--- src/rtl/u8u16_pkg.sv ---
// Shared types and constants for the UTF-8 to UTF-16 decoder.
// No dependencies; every other file in rtl/ except u8u16_if uses this package.
package u8u16_pkg;

  localparam int QUEUE_DEPTH = 4;

  localparam int CP_W   = 21;   // code point accumulator width
  localparam int UNIT_W = 16;   // UTF-16 code unit width
  localparam int OFF_W  = 20;   // supplementary plane offset width

  localparam logic [OFF_W-1:0]  SUPP_BASE    = 20'h10000;
  localparam logic [UNIT_W-1:0] HI_SURR_BASE = 16'hD800;
  localparam logic [UNIT_W-1:0] LO_SURR_BASE = 16'hDC00;

  // One decoded byte's worth of results: a single unit, a surrogate pair or an error.
  typedef struct packed {
    logic              is_error;
    logic              is_pair;
    logic [UNIT_W-1:0] unit0;
    logic [UNIT_W-1:0] unit1;
  } entry_t;

  typedef struct packed {
    logic   valid;
    entry_t entry;
  } q_push_t;

  typedef struct packed {
    logic   valid;
    entry_t entry;
  } q_head_t;

endpackage

--- src/rtl/u8u16_if.sv ---
// Valid/ready channel interfaces: raw UTF-8 bytes in, UTF-16 units out.
// Depends on nothing.
interface u8u16_byte_if;
  logic       valid;
  logic       ready;
  logic [7:0] byte_in;
  logic       end_of_text;

  modport source (output valid, output byte_in, output end_of_text, input ready);
  modport sink   (input valid, input byte_in, input end_of_text, output ready);
endinterface

interface u8u16_unit_if;
  logic        valid;
  logic        ready;
  logic [15:0] code_unit;
  logic        is_error;
  logic        last_of_run;

  modport source (output valid, output code_unit, output is_error, output last_of_run,
                  input ready);
  modport sink   (input valid, input code_unit, input is_error, input last_of_run,
                  output ready);
endinterface

--- src/rtl/u8u16_front.sv ---
// Front end: accepts UTF-8 bytes, tracks the open sequence and classifies
// each byte into a queue request. Depends on u8u16_pkg and u8u16_if.
module u8u16_front (
  input  logic                clk,
  input  logic                rst_n,
  u8u16_byte_if.sink          in_ch,
  input  logic                full_i,
  output u8u16_pkg::q_push_t  push_o
);

  logic [1:0]                     pend_r, pend_nxt;
  logic [u8u16_pkg::CP_W-1:0]     acc_r, acc_nxt;
  logic [u8u16_pkg::CP_W-1:0]     acc_cont;
  logic [u8u16_pkg::CP_W-1:0]     cp;
  logic [u8u16_pkg::OFF_W-1:0]    off;
  logic [7:0]                     b;
  logic                           emit, err, is_pair, accept;

  assign in_ch.ready = ~full_i;
  assign accept      = in_ch.valid & in_ch.ready;
  assign b           = in_ch.byte_in;
  assign acc_cont    = {acc_r[u8u16_pkg::CP_W-7:0], b[5:0]};

  always_comb begin
    pend_nxt = pend_r;
    acc_nxt  = acc_r;
    emit     = 1'b0;
    err      = 1'b0;
    cp       = '0;
    if (pend_r == 2'd0) begin
      priority if (!b[7]) begin
        emit = 1'b1;
        cp   = {{(u8u16_pkg::CP_W-8){1'b0}}, b};
      end else if (!b[6]) begin
        err = 1'b1;                       // stray continuation byte
      end else if (!b[5]) begin
        acc_nxt  = {{(u8u16_pkg::CP_W-5){1'b0}}, b[4:0]};
        pend_nxt = 2'd1;
      end else if (!b[4]) begin
        acc_nxt  = {{(u8u16_pkg::CP_W-4){1'b0}}, b[3:0]};
        pend_nxt = 2'd2;
      end else if (!b[3]) begin
        acc_nxt  = {{(u8u16_pkg::CP_W-3){1'b0}}, b[2:0]};
        pend_nxt = 2'd3;
      end else begin
        err = 1'b1;                       // 0xF8 and up
      end
    end else begin
      // continuation bytes are taken unchecked
      pend_nxt = pend_r - 2'd1;
      if (pend_r == 2'd1) begin
        emit    = 1'b1;
        cp      = acc_cont;
        acc_nxt = '0;
      end else begin
        acc_nxt = acc_cont;
      end
    end
    // text ends inside a sequence
    if (in_ch.end_of_text && pend_nxt != 2'd0) begin
      err      = 1'b1;
      pend_nxt = 2'd0;
      acc_nxt  = '0;
    end
  end

  assign is_pair = emit & (cp[u8u16_pkg::CP_W-1:u8u16_pkg::UNIT_W] != '0);
  assign off     = cp[u8u16_pkg::OFF_W-1:0] - u8u16_pkg::SUPP_BASE;

  always_comb begin
    push_o.valid          = accept & (emit | err);
    push_o.entry.is_error = err;
    push_o.entry.is_pair  = is_pair;
    push_o.entry.unit1    = u8u16_pkg::LO_SURR_BASE | {6'b0, off[9:0]};
    if (err) begin
      push_o.entry.unit0 = '0;
    end else if (is_pair) begin
      push_o.entry.unit0 = u8u16_pkg::HI_SURR_BASE | {6'b0, off[19:10]};
    end else begin
      push_o.entry.unit0 = cp[u8u16_pkg::UNIT_W-1:0];
    end
  end

  always_ff @(posedge clk) begin
    if (!rst_n) begin
      pend_r <= 2'd0;
      acc_r  <= '0;
    end else if (accept) begin
      pend_r <= pend_nxt;
      acc_r  <= acc_nxt;
    end
  end

endmodule

--- src/rtl/u8u16_queue.sv ---
// Small register FIFO between the front end and the output stage.
// Depends on u8u16_pkg.
module u8u16_queue #(
  parameter int DEPTH = u8u16_pkg::QUEUE_DEPTH
) (
  input  logic                clk,
  input  logic                rst_n,
  input  u8u16_pkg::q_push_t  push_i,
  output logic                full_o,
  output u8u16_pkg::q_head_t  head_o,
  input  logic                pop_i
);

  localparam int PW = (DEPTH > 1) ? $clog2(DEPTH) : 1;
  localparam int CW = $clog2(DEPTH + 1);

  u8u16_pkg::entry_t mem_r [DEPTH];
  logic [PW-1:0]     wr_ptr_r, wr_ptr_nxt;
  logic [PW-1:0]     rd_ptr_r, rd_ptr_nxt;
  logic [CW-1:0]     count_r, count_nxt;
  logic              do_push, do_pop;

  assign full_o       = (count_r == CW'(DEPTH));
  assign do_push      = push_i.valid & ~full_o;
  assign do_pop       = pop_i & (count_r != '0);
  assign head_o.valid = (count_r != '0);
  assign head_o.entry = mem_r[rd_ptr_r];

  assign wr_ptr_nxt = (wr_ptr_r == PW'(DEPTH - 1)) ? '0 : wr_ptr_r + 1'b1;
  assign rd_ptr_nxt = (rd_ptr_r == PW'(DEPTH - 1)) ? '0 : rd_ptr_r + 1'b1;
  assign count_nxt  = count_r + CW'(do_push) - CW'(do_pop);

  always_ff @(posedge clk) begin
    if (do_push) begin
      mem_r[wr_ptr_r] <= push_i.entry;
    end
  end

  always_ff @(posedge clk) begin
    if (!rst_n) begin
      wr_ptr_r <= '0;
      rd_ptr_r <= '0;
      count_r  <= '0;
    end else begin
      if (do_push) wr_ptr_r <= wr_ptr_nxt;
      if (do_pop)  rd_ptr_r <= rd_ptr_nxt;
      count_r <= count_nxt;
    end
  end

endmodule

--- src/rtl/u8u16_back.sv ---
// Output stage: turns queued requests into one or two UTF-16 results,
// held in an output register. Depends on u8u16_pkg and u8u16_if.
module u8u16_back (
  input  logic                clk,
  input  logic                rst_n,
  input  u8u16_pkg::q_head_t  head_i,
  output logic                pop_o,
  u8u16_unit_if.source        out_ch
);

  logic                          valid_r, valid_nxt;
  logic                          half_r, half_nxt;
  logic [u8u16_pkg::UNIT_W-1:0]  unit_r, unit_nxt;
  logic                          err_r, err_nxt;
  logic                          last_r, last_nxt;
  logic                          load;

  assign load = head_i.valid & (~valid_r | out_ch.ready);

  always_comb begin
    valid_nxt = valid_r & ~out_ch.ready;
    half_nxt  = half_r;
    unit_nxt  = unit_r;
    err_nxt   = err_r;
    last_nxt  = last_r;
    pop_o     = 1'b0;
    if (load) begin
      valid_nxt = 1'b1;
      err_nxt   = head_i.entry.is_error;
      if (head_i.entry.is_pair && !half_r) begin
        // high surrogate first, keep the entry for the low one
        unit_nxt = head_i.entry.unit0;
        last_nxt = 1'b0;
        half_nxt = 1'b1;
      end else begin
        unit_nxt = half_r ? head_i.entry.unit1 : head_i.entry.unit0;
        last_nxt = 1'b1;
        half_nxt = 1'b0;
        pop_o    = 1'b1;
      end
    end
  end

  always_ff @(posedge clk) begin
    if (!rst_n) begin
      valid_r <= 1'b0;
      half_r  <= 1'b0;
    end else begin
      valid_r <= valid_nxt;
      half_r  <= half_nxt;
    end
  end

  always_ff @(posedge clk) begin
    unit_r <= unit_nxt;
    err_r  <= err_nxt;
    last_r <= last_nxt;
  end

  assign out_ch.valid       = valid_r;
  assign out_ch.code_unit   = unit_r;
  assign out_ch.is_error    = err_r;
  assign out_ch.last_of_run = last_r;

endmodule

--- src/rtl/utf8_to_utf16_decoder_top.sv ---
// UTF-8 to UTF-16 decoder, top level: front end, request queue, output stage.
// Depends on u8u16_pkg, u8u16_if, u8u16_front, u8u16_queue, u8u16_back.
//
// in_ch takes one UTF-8 byte per request, with end_of_text on the final byte of
// a string. out_ch gives UTF-16 code units; last_of_run marks the final result
// caused by a byte, is_error flags a bad lead byte or a truncated sequence
// (code_unit is zero then). Bytes that only extend a sequence give no result.
// An accepted byte's first result goes through the queue, written by the front
// end, and then through the output register, loaded by the output stage.
// Throughput: one byte per cycle while the queue is not full; a surrogate pair
// occupies the output for two results, and the QUEUE_DEPTH-entry queue absorbs
// those bursts. in_ch.ready drops only when the queue is full.
// When out_ch.ready is low the output register holds its result; the front
// end keeps accepting bytes until the queue fills.
// Reset (synchronous, rst_n low) clears the open sequence, the queue and the
// output valid; no results are lost or invented across a stall.
module utf8_to_utf16_decoder_top #(
  parameter int QUEUE_DEPTH = u8u16_pkg::QUEUE_DEPTH
) (
  input  logic          clk,
  input  logic          rst_n,
  u8u16_byte_if.sink    in_ch,
  u8u16_unit_if.source  out_ch
);

  u8u16_pkg::q_push_t q_push;
  u8u16_pkg::q_head_t q_head;
  logic               q_full;
  logic               q_pop;

  u8u16_front u_front (
    .clk    (clk),
    .rst_n  (rst_n),
    .in_ch  (in_ch),
    .full_i (q_full),
    .push_o (q_push)
  );

  u8u16_queue #(
    .DEPTH (QUEUE_DEPTH)
  ) u_queue (
    .clk    (clk),
    .rst_n  (rst_n),
    .push_i (q_push),
    .full_o (q_full),
    .head_o (q_head),
    .pop_i  (q_pop)
  );

  u8u16_back u_back (
    .clk    (clk),
    .rst_n  (rst_n),
    .head_i (q_head),
    .pop_o  (q_pop),
    .out_ch (out_ch)
  );

  a_no_overflow: assert property (@(posedge clk) disable iff (!rst_n)
    q_push.valid |-> !q_full)
    else $error("request pushed into full queue");

  a_err_clean: assert property (@(posedge clk) disable iff (!rst_n)
    out_ch.valid && out_ch.is_error |-> out_ch.code_unit == 16'h0000 && out_ch.last_of_run)
    else $error("error result with nonzero unit or not last");

  a_pair_high_first: assert property (@(posedge clk) disable iff (!rst_n)
    out_ch.valid && !out_ch.last_of_run |-> out_ch.code_unit[15:10] == 6'b110110)
    else $error("non-final result is not a high surrogate");

  a_reset_clears: assert property (@(posedge clk)
    !rst_n |=> !out_ch.valid)
    else $error("output valid after reset");

endmodule
--- src/flat_wrapper.sv ---
// flat-port wrapper written by rule: the top's interface ports become plain ports
module utf8_to_utf16_decoder_top_flat 
#(
  parameter int QUEUE_DEPTH = u8u16_pkg::QUEUE_DEPTH
)
  (clk, rst_n, in_ch_valid, in_ch_byte_in, in_ch_end_of_text, in_ch_ready, out_ch_valid, out_ch_code_unit, out_ch_is_error, out_ch_last_of_run, out_ch_ready);
  u8u16_byte_if in_ch_i ();
  u8u16_unit_if out_ch_i ();
  input  logic clk;
  input  logic rst_n;
  input wire logic [$bits(in_ch_i.valid)-1:0] in_ch_valid;
  input wire logic [$bits(in_ch_i.byte_in)-1:0] in_ch_byte_in;
  input wire logic [$bits(in_ch_i.end_of_text)-1:0] in_ch_end_of_text;
  output wire logic [$bits(in_ch_i.ready)-1:0] in_ch_ready;
  output wire logic [$bits(out_ch_i.valid)-1:0] out_ch_valid;
  output wire logic [$bits(out_ch_i.code_unit)-1:0] out_ch_code_unit;
  output wire logic [$bits(out_ch_i.is_error)-1:0] out_ch_is_error;
  output wire logic [$bits(out_ch_i.last_of_run)-1:0] out_ch_last_of_run;
  input wire logic [$bits(out_ch_i.ready)-1:0] out_ch_ready;
  assign in_ch_i.valid = in_ch_valid;
  assign in_ch_i.byte_in = in_ch_byte_in;
  assign in_ch_i.end_of_text = in_ch_end_of_text;
  assign in_ch_ready = in_ch_i.ready;
  assign out_ch_valid = out_ch_i.valid;
  assign out_ch_code_unit = out_ch_i.code_unit;
  assign out_ch_is_error = out_ch_i.is_error;
  assign out_ch_last_of_run = out_ch_i.last_of_run;
  assign out_ch_i.ready = out_ch_ready;
  utf8_to_utf16_decoder_top #(.QUEUE_DEPTH(QUEUE_DEPTH)) u_core (.clk(clk), .rst_n(rst_n), .in_ch(in_ch_i), .out_ch(out_ch_i));
endmodule
--- config.mk ---
export PLATFORM = sky130hd
export DESIGN_NAME = utf8_to_utf16_decoder_top_flat
export DESIGN_NICKNAME = d
export VERILOG_FILES = /design/src/rtl/u8u16_pkg.sv /design/src/rtl/u8u16_if.sv /design/src/rtl/u8u16_front.sv /design/src/rtl/u8u16_queue.sv /design/src/rtl/u8u16_back.sv /design/src/rtl/utf8_to_utf16_decoder_top.sv /design/src/flat_wrapper.sv
export SDC_FILE = /design/constraint.sdc
export NUM_CORES = 1
export LEC_CHECK = 0
export BUFFER_PORTS_ARGS = -buffer_cell sky130_fd_sc_hd__buf_2
export CORE_AREA = 3 3 140 142
export DETAILED_ROUTE_END_ITERATION = 6
export DIE_AREA = 0 0 143 145
export HOLD_SLACK_MARGIN = 0.15
export SLEW_MARGIN = 20
export SYNTH_ARGS = -nofsm -noshare
export SYNTH_HDL_FRONTEND = slang
export SYNTH_SLANG_ARGS = --single-unit
export TNS_END_PERCENT = 100
--- constraint.sdc ---
create_clock -name clk -period 3.74 [get_ports clk]
set_input_delay 0.374 -clock clk [delete_from_list [all_inputs] [get_ports clk]]
set_output_delay 0.374 -clock clk [all_outputs]
set_load 0.01 [all_outputs]
**Word-level counts from Yosys, hierarchy flattened**

Memory sizes are Yosys's and may differ from the RTL's. A register that Yosys moved wholly into a read port is not among the register bits.
Cells that the tools add are included.

- Add/subtract/negate cells: 6
- Multipliers: 0
- Divide/modulo/power cells: 0
- Magnitude comparators: 0
- Eq/ne operators: 7
- Shift operators: 0
- Mux-type cells: 42
- Bitwise logic cells: 12
- Reductions and logical operators: 8

Operator list:

| cell | number |
|---|---|
| $mux W15 | 8 |
| $mux W16 | 4 |
| $mux W21 | 2 |
| $mux W2 | 11 |
| $sub A20 B17 Y20 const B | 1 |
| $mux W1 | 16 |
| $and A1 B1 Y1 | 7 |
| $mux W7 | 1 |
| $ne A3 B2 Y1 const B | 2 |
| $ne A5 B4 Y1 const B | 1 |
| $reduce_bool A5 Y1 | 1 |
| $add A2 B1 Y2 const B | 2 |
| $eq A2 B2 Y1 const B | 2 |
| $reduce_and A4 Y1 | 1 |
| $add A3 B1 Y3 | 1 |
| $eq A3 B3 Y1 const B | 1 |
| $not A1 Y1 | 3 |
| $reduce_bool A3 Y1 | 1 |
| $sub A3 B1 Y3 | 1 |
| $eq A2 B1 Y1 const B | 1 |
| $logic_and A1 B1 Y1 | 2 |
| $logic_not A2 Y1 | 1 |
| $or A1 B1 Y1 | 2 |
| $reduce_bool A2 Y1 | 1 |
| other kinds (2) | 2 |

- Bits in registers: 44
- Bits in latches: 0
- Memory bits (writable): 112
- ROM bits: 0
- Output and inout port bits: 20
- Memories kept: 1

Memories:

| name | words | bits a word | read ports | clocked after memory_dff | wr ports | RTL line | text |
|---|---|---|---|---|---|---|---|
| u_core.u_queue.mem_r | 4 | 28 | 1 | 1 | 1 | u8u16_queue.sv:17 | `u8u16_pkg::entry_t mem_r [DEPTH];` |

**Depth between registers and ports, before layout**

- Depth after elaboration: 14
- Gate-level depth with buffers: 12

**Modules after synthesis**

From an unflattened synthesis, not the netlist that was laid out.

- Cell total of the unflattened synthesis: 445
- Area, all modules: 7531.0 µm²

By module, submodules not included:

| module | instances | cells an instance | area each (µm²) | seq. area each (µm²) |
|---|---|---|---|---|
| u8u16_queue | 1 | 230 | 5437.7 | 4264.1 |
| u8u16_front | 1 | 166 | 1208.7 | 340.3 |
| u8u16_back | 1 | 49 | 884.6 | 580.6 |

**Worst setup path after synthesis**

No wires, ideal clock.

- Kind: register to register
- Start point: register with a tool-made name
- End point: register u_core.u_queue.count_r[2]
- Setup time: 0.115 ns
- Arrival: 2.561 ns
- Data required time: 3.625 ns
- Slack: 1.064 ns
- Cell stages (with the launch flop): 12
- Path buffers: 1
- Cells stage by stage: dfxtp_1 -> buf_6 -> mux4_2 -> a211oi_4 -> ha_1 -> inv_1 -> ha_1 -> inv_1 -> fa_1 -> xnor2_1 -> xnor2_1 -> and2_1

RTL lines:

| element | RTL line | text |
|---|---|---|
| end signal, assigned | u8u16_queue.sv:47 | `count_r <= count_nxt;` |
| end, declared | u8u16_queue.sv:20 | `logic [CW-1:0] count_r, count_nxt;` |

**Worst setup path after layout**

- Start point: register u_core.u_back.half_r
- End point: register u_core.u_queue.count_r[2]

- Word-level cells in the longest chain between the ends: 6

RTL lines:

| element | RTL line | text |
|---|---|---|
| start, declared | u8u16_back.sv:12 | `logic half_r, half_nxt;` |
| start signal, assigned | u8u16_back.sv:50 | `half_r <= half_nxt;` |
| $logic_not A1 Y1 | u8u16_back.sv:30 | `if (head_i.entry.is_pair && !half_r) begin` |
| $logic_and A1 B1 Y1 | u8u16_back.sv:30 |  |
| $mux W1 | u8u16_back.sv:30 |  |
| $mux W1 | u8u16_back.sv:27 | `if (load) begin` |
| $and A1 B1 Y1 | u8u16_queue.sv:25 | `assign do_pop = pop_i & (count_r != '0);` |
| via u_core.u_queue.do_pop | u8u16_queue.sv:21 | `logic do_push, do_pop;` |
| $sub A3 B1 Y3 | u8u16_queue.sv:31 | `assign count_nxt = count_r + CW'(do_push) - CW'(do_pop);` |

The timed path passes the listed nets, and every way through them passes these cells.
A chain may end at the register's enable or synchronous reset.

==> flow_summary.json <==
{
  "synth-main-ff-cell": "edfxtp_1",
  "period_minus_slack_ns": 2.84,
  "rrSetupSlack_ns": 0.90,
  "gp_congestion": 0.781,
  "drc": 0,
  "period_share_pct": 76.0,
  "netlist_area_sq_mm": 0.00643,
  "grt_max_degree": 34,
  "fp.dieH_um": 145,
  "finClkSkew_ns": 0.0108,
  "num-fill-cells": 1673,
  "relSlewSlack_pct": 44.3,
  "vias": 3537,
  "yosysTopAreaCell": "edfxtp_1",
  "postCtsSetupBuffers": 0,
  "grt_pass1_vias": 3726,
  "clock_latency_ns": 0.42,
  "synth_seq_cells": 158,
  "yosys-top-cells-count": "edfxtp_1, nand2_1, dfxtp_1, mux4_2",
  "maxClockFrequency_ghz": 0.352,
  "irDropWorstVdd_v": 0.000386,
  "rsz0062_at_grt": "false",
  "finish.utilization_pct": 40.4,
  "grt_first_pass_wirelength_mm": 21.1,
  "dieArea_sq_mm": 0.0207,
  "slew_violations": 0,
  "clk_pin_slew_worst_paths_ns": 0.06,
  "portBuffers": 32,
  "setup_viol": 0,
  "synthTopCellsByArea": "edfxtp_1, dfxtp_1, mux4_2, nand2_1, and2_1",
  "syn_area_per_cell_sq_um": 15.4,
  "cts.sinks": 158,
  "worst_setup_path_start_kind": "register",
  "area_delta_synth_final_pct": 16.7,
  "hold_path_class": "in -> reg",
  "arrival_ns": 3.16,
  "syn_inst": 418,
  "synth_top_area_share_pct": 60.7,
  "vias_per_cell": 5.01,
  "dieWidth_um": 143,
  "wirelength_mm": 12.9,
  "end_kind": "register",
  "synth_edf_count": 130,
  "htree_levels": 4,
  "cts-root-buf": "clkbuf_16",
  "tightestPinTransition_ns": 0.828,
  "p_per_area_mw_per_mm2": 690,
  "start_util_pct": 34.6,
  "cts_buffers": 17,
  "rows": 50,
  "grt_overflow": 0,
  "synth_cell_types": 46,
  "initialDrtViolationCount": 322,
  "ys_seq_area_share_pct": 69.4,
  "ctsHoldBuffers": 0,
  "max_cap_viol_count": 0,
  "hold_violations": 0,
  "cts_resized": 0,
  "ant_nets": 0,
  "required_ns": 4.06,
  "nets": 482,
  "synth_nets": 441,
  "leakagePower_nw": 2.63,
  "drive_gt1_share_pct": 22.2,
  "critPathMaxFanout": 17,
  "core_sq_mm": 0.0186,
  "yosysWarningCount": 0,
  "io_pins": 33,
  "critical_path_class": "reg -> reg",
  "clockBufferDepth": 2,
  "run_status": "finished, final reports clean",
  "synth.most_common_cell": "edfxtp_1",
  "fin_setup_tns_ns": 0,
  "firstDrtPassIters": 5,
  "async_flop_share_pct": 0,
  "antenna_found_initial": 0,
  "diodes": 0,
  "post_drt_wl_per_cell_um": 18.2,
  "post-dp-hpwl_mm": 8.20,
  "track_usage_pct": 13.5,
  "cts_tree": "built"
}
kinds of logic after synthesis:
kind of cell             synth area share, %
XOR/XNOR                               0.545
flip-flops                              69.4
AND/OR/NAND/NOR                         10.3
buffers and inverters                   2.18
AO/OA/AOI/OAI                           4.73
multiplexers                            10.8
adder cells (fa/ha/maj)                 2.06
critical path, stage by stage, from the launching register on:
cell and delay (ns):
dfxtp_1 0.77, inv_1 0.21, a211oi_4 0.38, ha_1 0.30, inv_1 0.06, ha_1 0.15
inv_1 0.05, fa_1 0.40, xnor2_1 0.15, xnor2_1 0.12, and2_1 0.15
cell usage in the layout, fill, tap and decap left out, types with 3 or more instances in the layout:
cell	n
a21oi_1	6
a32o_1	6
and2_1	18
and3_1	3
buf_2	32
buf_4	10
bufinv_16	5
clkbuf_1	3
clkbuf_16	17
clkinv_2	3
dfxtp_1	27
edfxtp_1	130
ha_1	9
inv_1	13
mux2i_1	5
mux4_1	4
mux4_2	24
nand2_1	68
nand2b_1	3
nand3_1	11
nand4_1	8
nor2_1	6
nor2b_1	3
nor3_1	3
o21ai_0	18
or2_2	5
xnor2_1	3
routing by layer:
layer	global-route usage, %	share of wire (%)	vias to the layer above
met5	0	0	-
met4	4.90	1.4	0
met3	3.89	4.2	14
met2	21.6	49	69
met1	17.6	46	1794
li1	-	-	1660
sequential cells by signal, summed over array words and instances (netlist names), named ones only:
name and flops:
u_core.u_back.half_r 1, u_core.u_back.out_ch.code_unit 16, u_core.u_back.out_ch.is_error 1, u_core.u_back.out_ch.last_of_run 1, u_core.u_back.out_ch.valid 1, u_core.u_front.acc_r 15, u_core.u_front.pend_r 2, u_core.u_queue.count_r 3
u_core.u_queue.mem_r 112, u_core.u_queue.rd_ptr_r 2, u_core.u_queue.wr_ptr_r 2
area by class of cell:
| type | count | area (sq um) | share of cell area, % |
|---|---|---|---|
| flip-flops and latches | 158 | 4470 | 59.5 |
| repair buffers | 42 | 235 | 3.13 |
| multi-input cells | 227 | 1840 | 24.5 |
| well taps | 234 | 293 | 3.90 |
| inverters | 13 | 48.8 | 0.650 |
| clock buffers | 20 | 437 | 5.82 |
| clock inverters | 12 | 193 | 2.57 |
per-stage QoR:
stage / worst slack (ns) / power, mW / hold slack [ns] / std cells / instance area (sq um)
finish: 0.896 / 5.18 / 0.200 / 706 / 7510
global route: 0.631 / 5.44 / 0.190 / 706 / 7510
CTS: 0.854 / 5.26 / 0.179 / 706 / 7500
detailed placement: 0.834 / 3.41 / 0.459 / 674 / 6870
global placement: 0.902 / 3.38 / 0.447 / 674 / 6870
floorplan: 1.06 / 3.04 / 0.437 / 418 / 6430
report_power, final:
part           switching, mW  internal [mW]
logic                  0.580          0.431
clock network          0.663           1.18
registers             0.0940           2.23
worst paths after layout:
path	start	endpoint	cells after the start
setup / recovery	u_core.u_back.half_r$_SDFFE_PN0P_	u_core.u_queue.count_r[2]$_SDFF_PN0_	10
hold reg to reg	u_core.u_front.acc_r[9]$_SDFFE_PN0P_	u_core.u_front.acc_r[9]$_SDFFE_PN0P_	2
hold / removal	in_ch_end_of_text	u_core.u_front.pend_r[0]$_SDFFE_PN0P_	2
setup reg to reg	u_core.u_back.half_r$_SDFFE_PN0P_	u_core.u_queue.count_r[2]$_SDFF_PN0_	10
(Power assumes the default switching activity.)
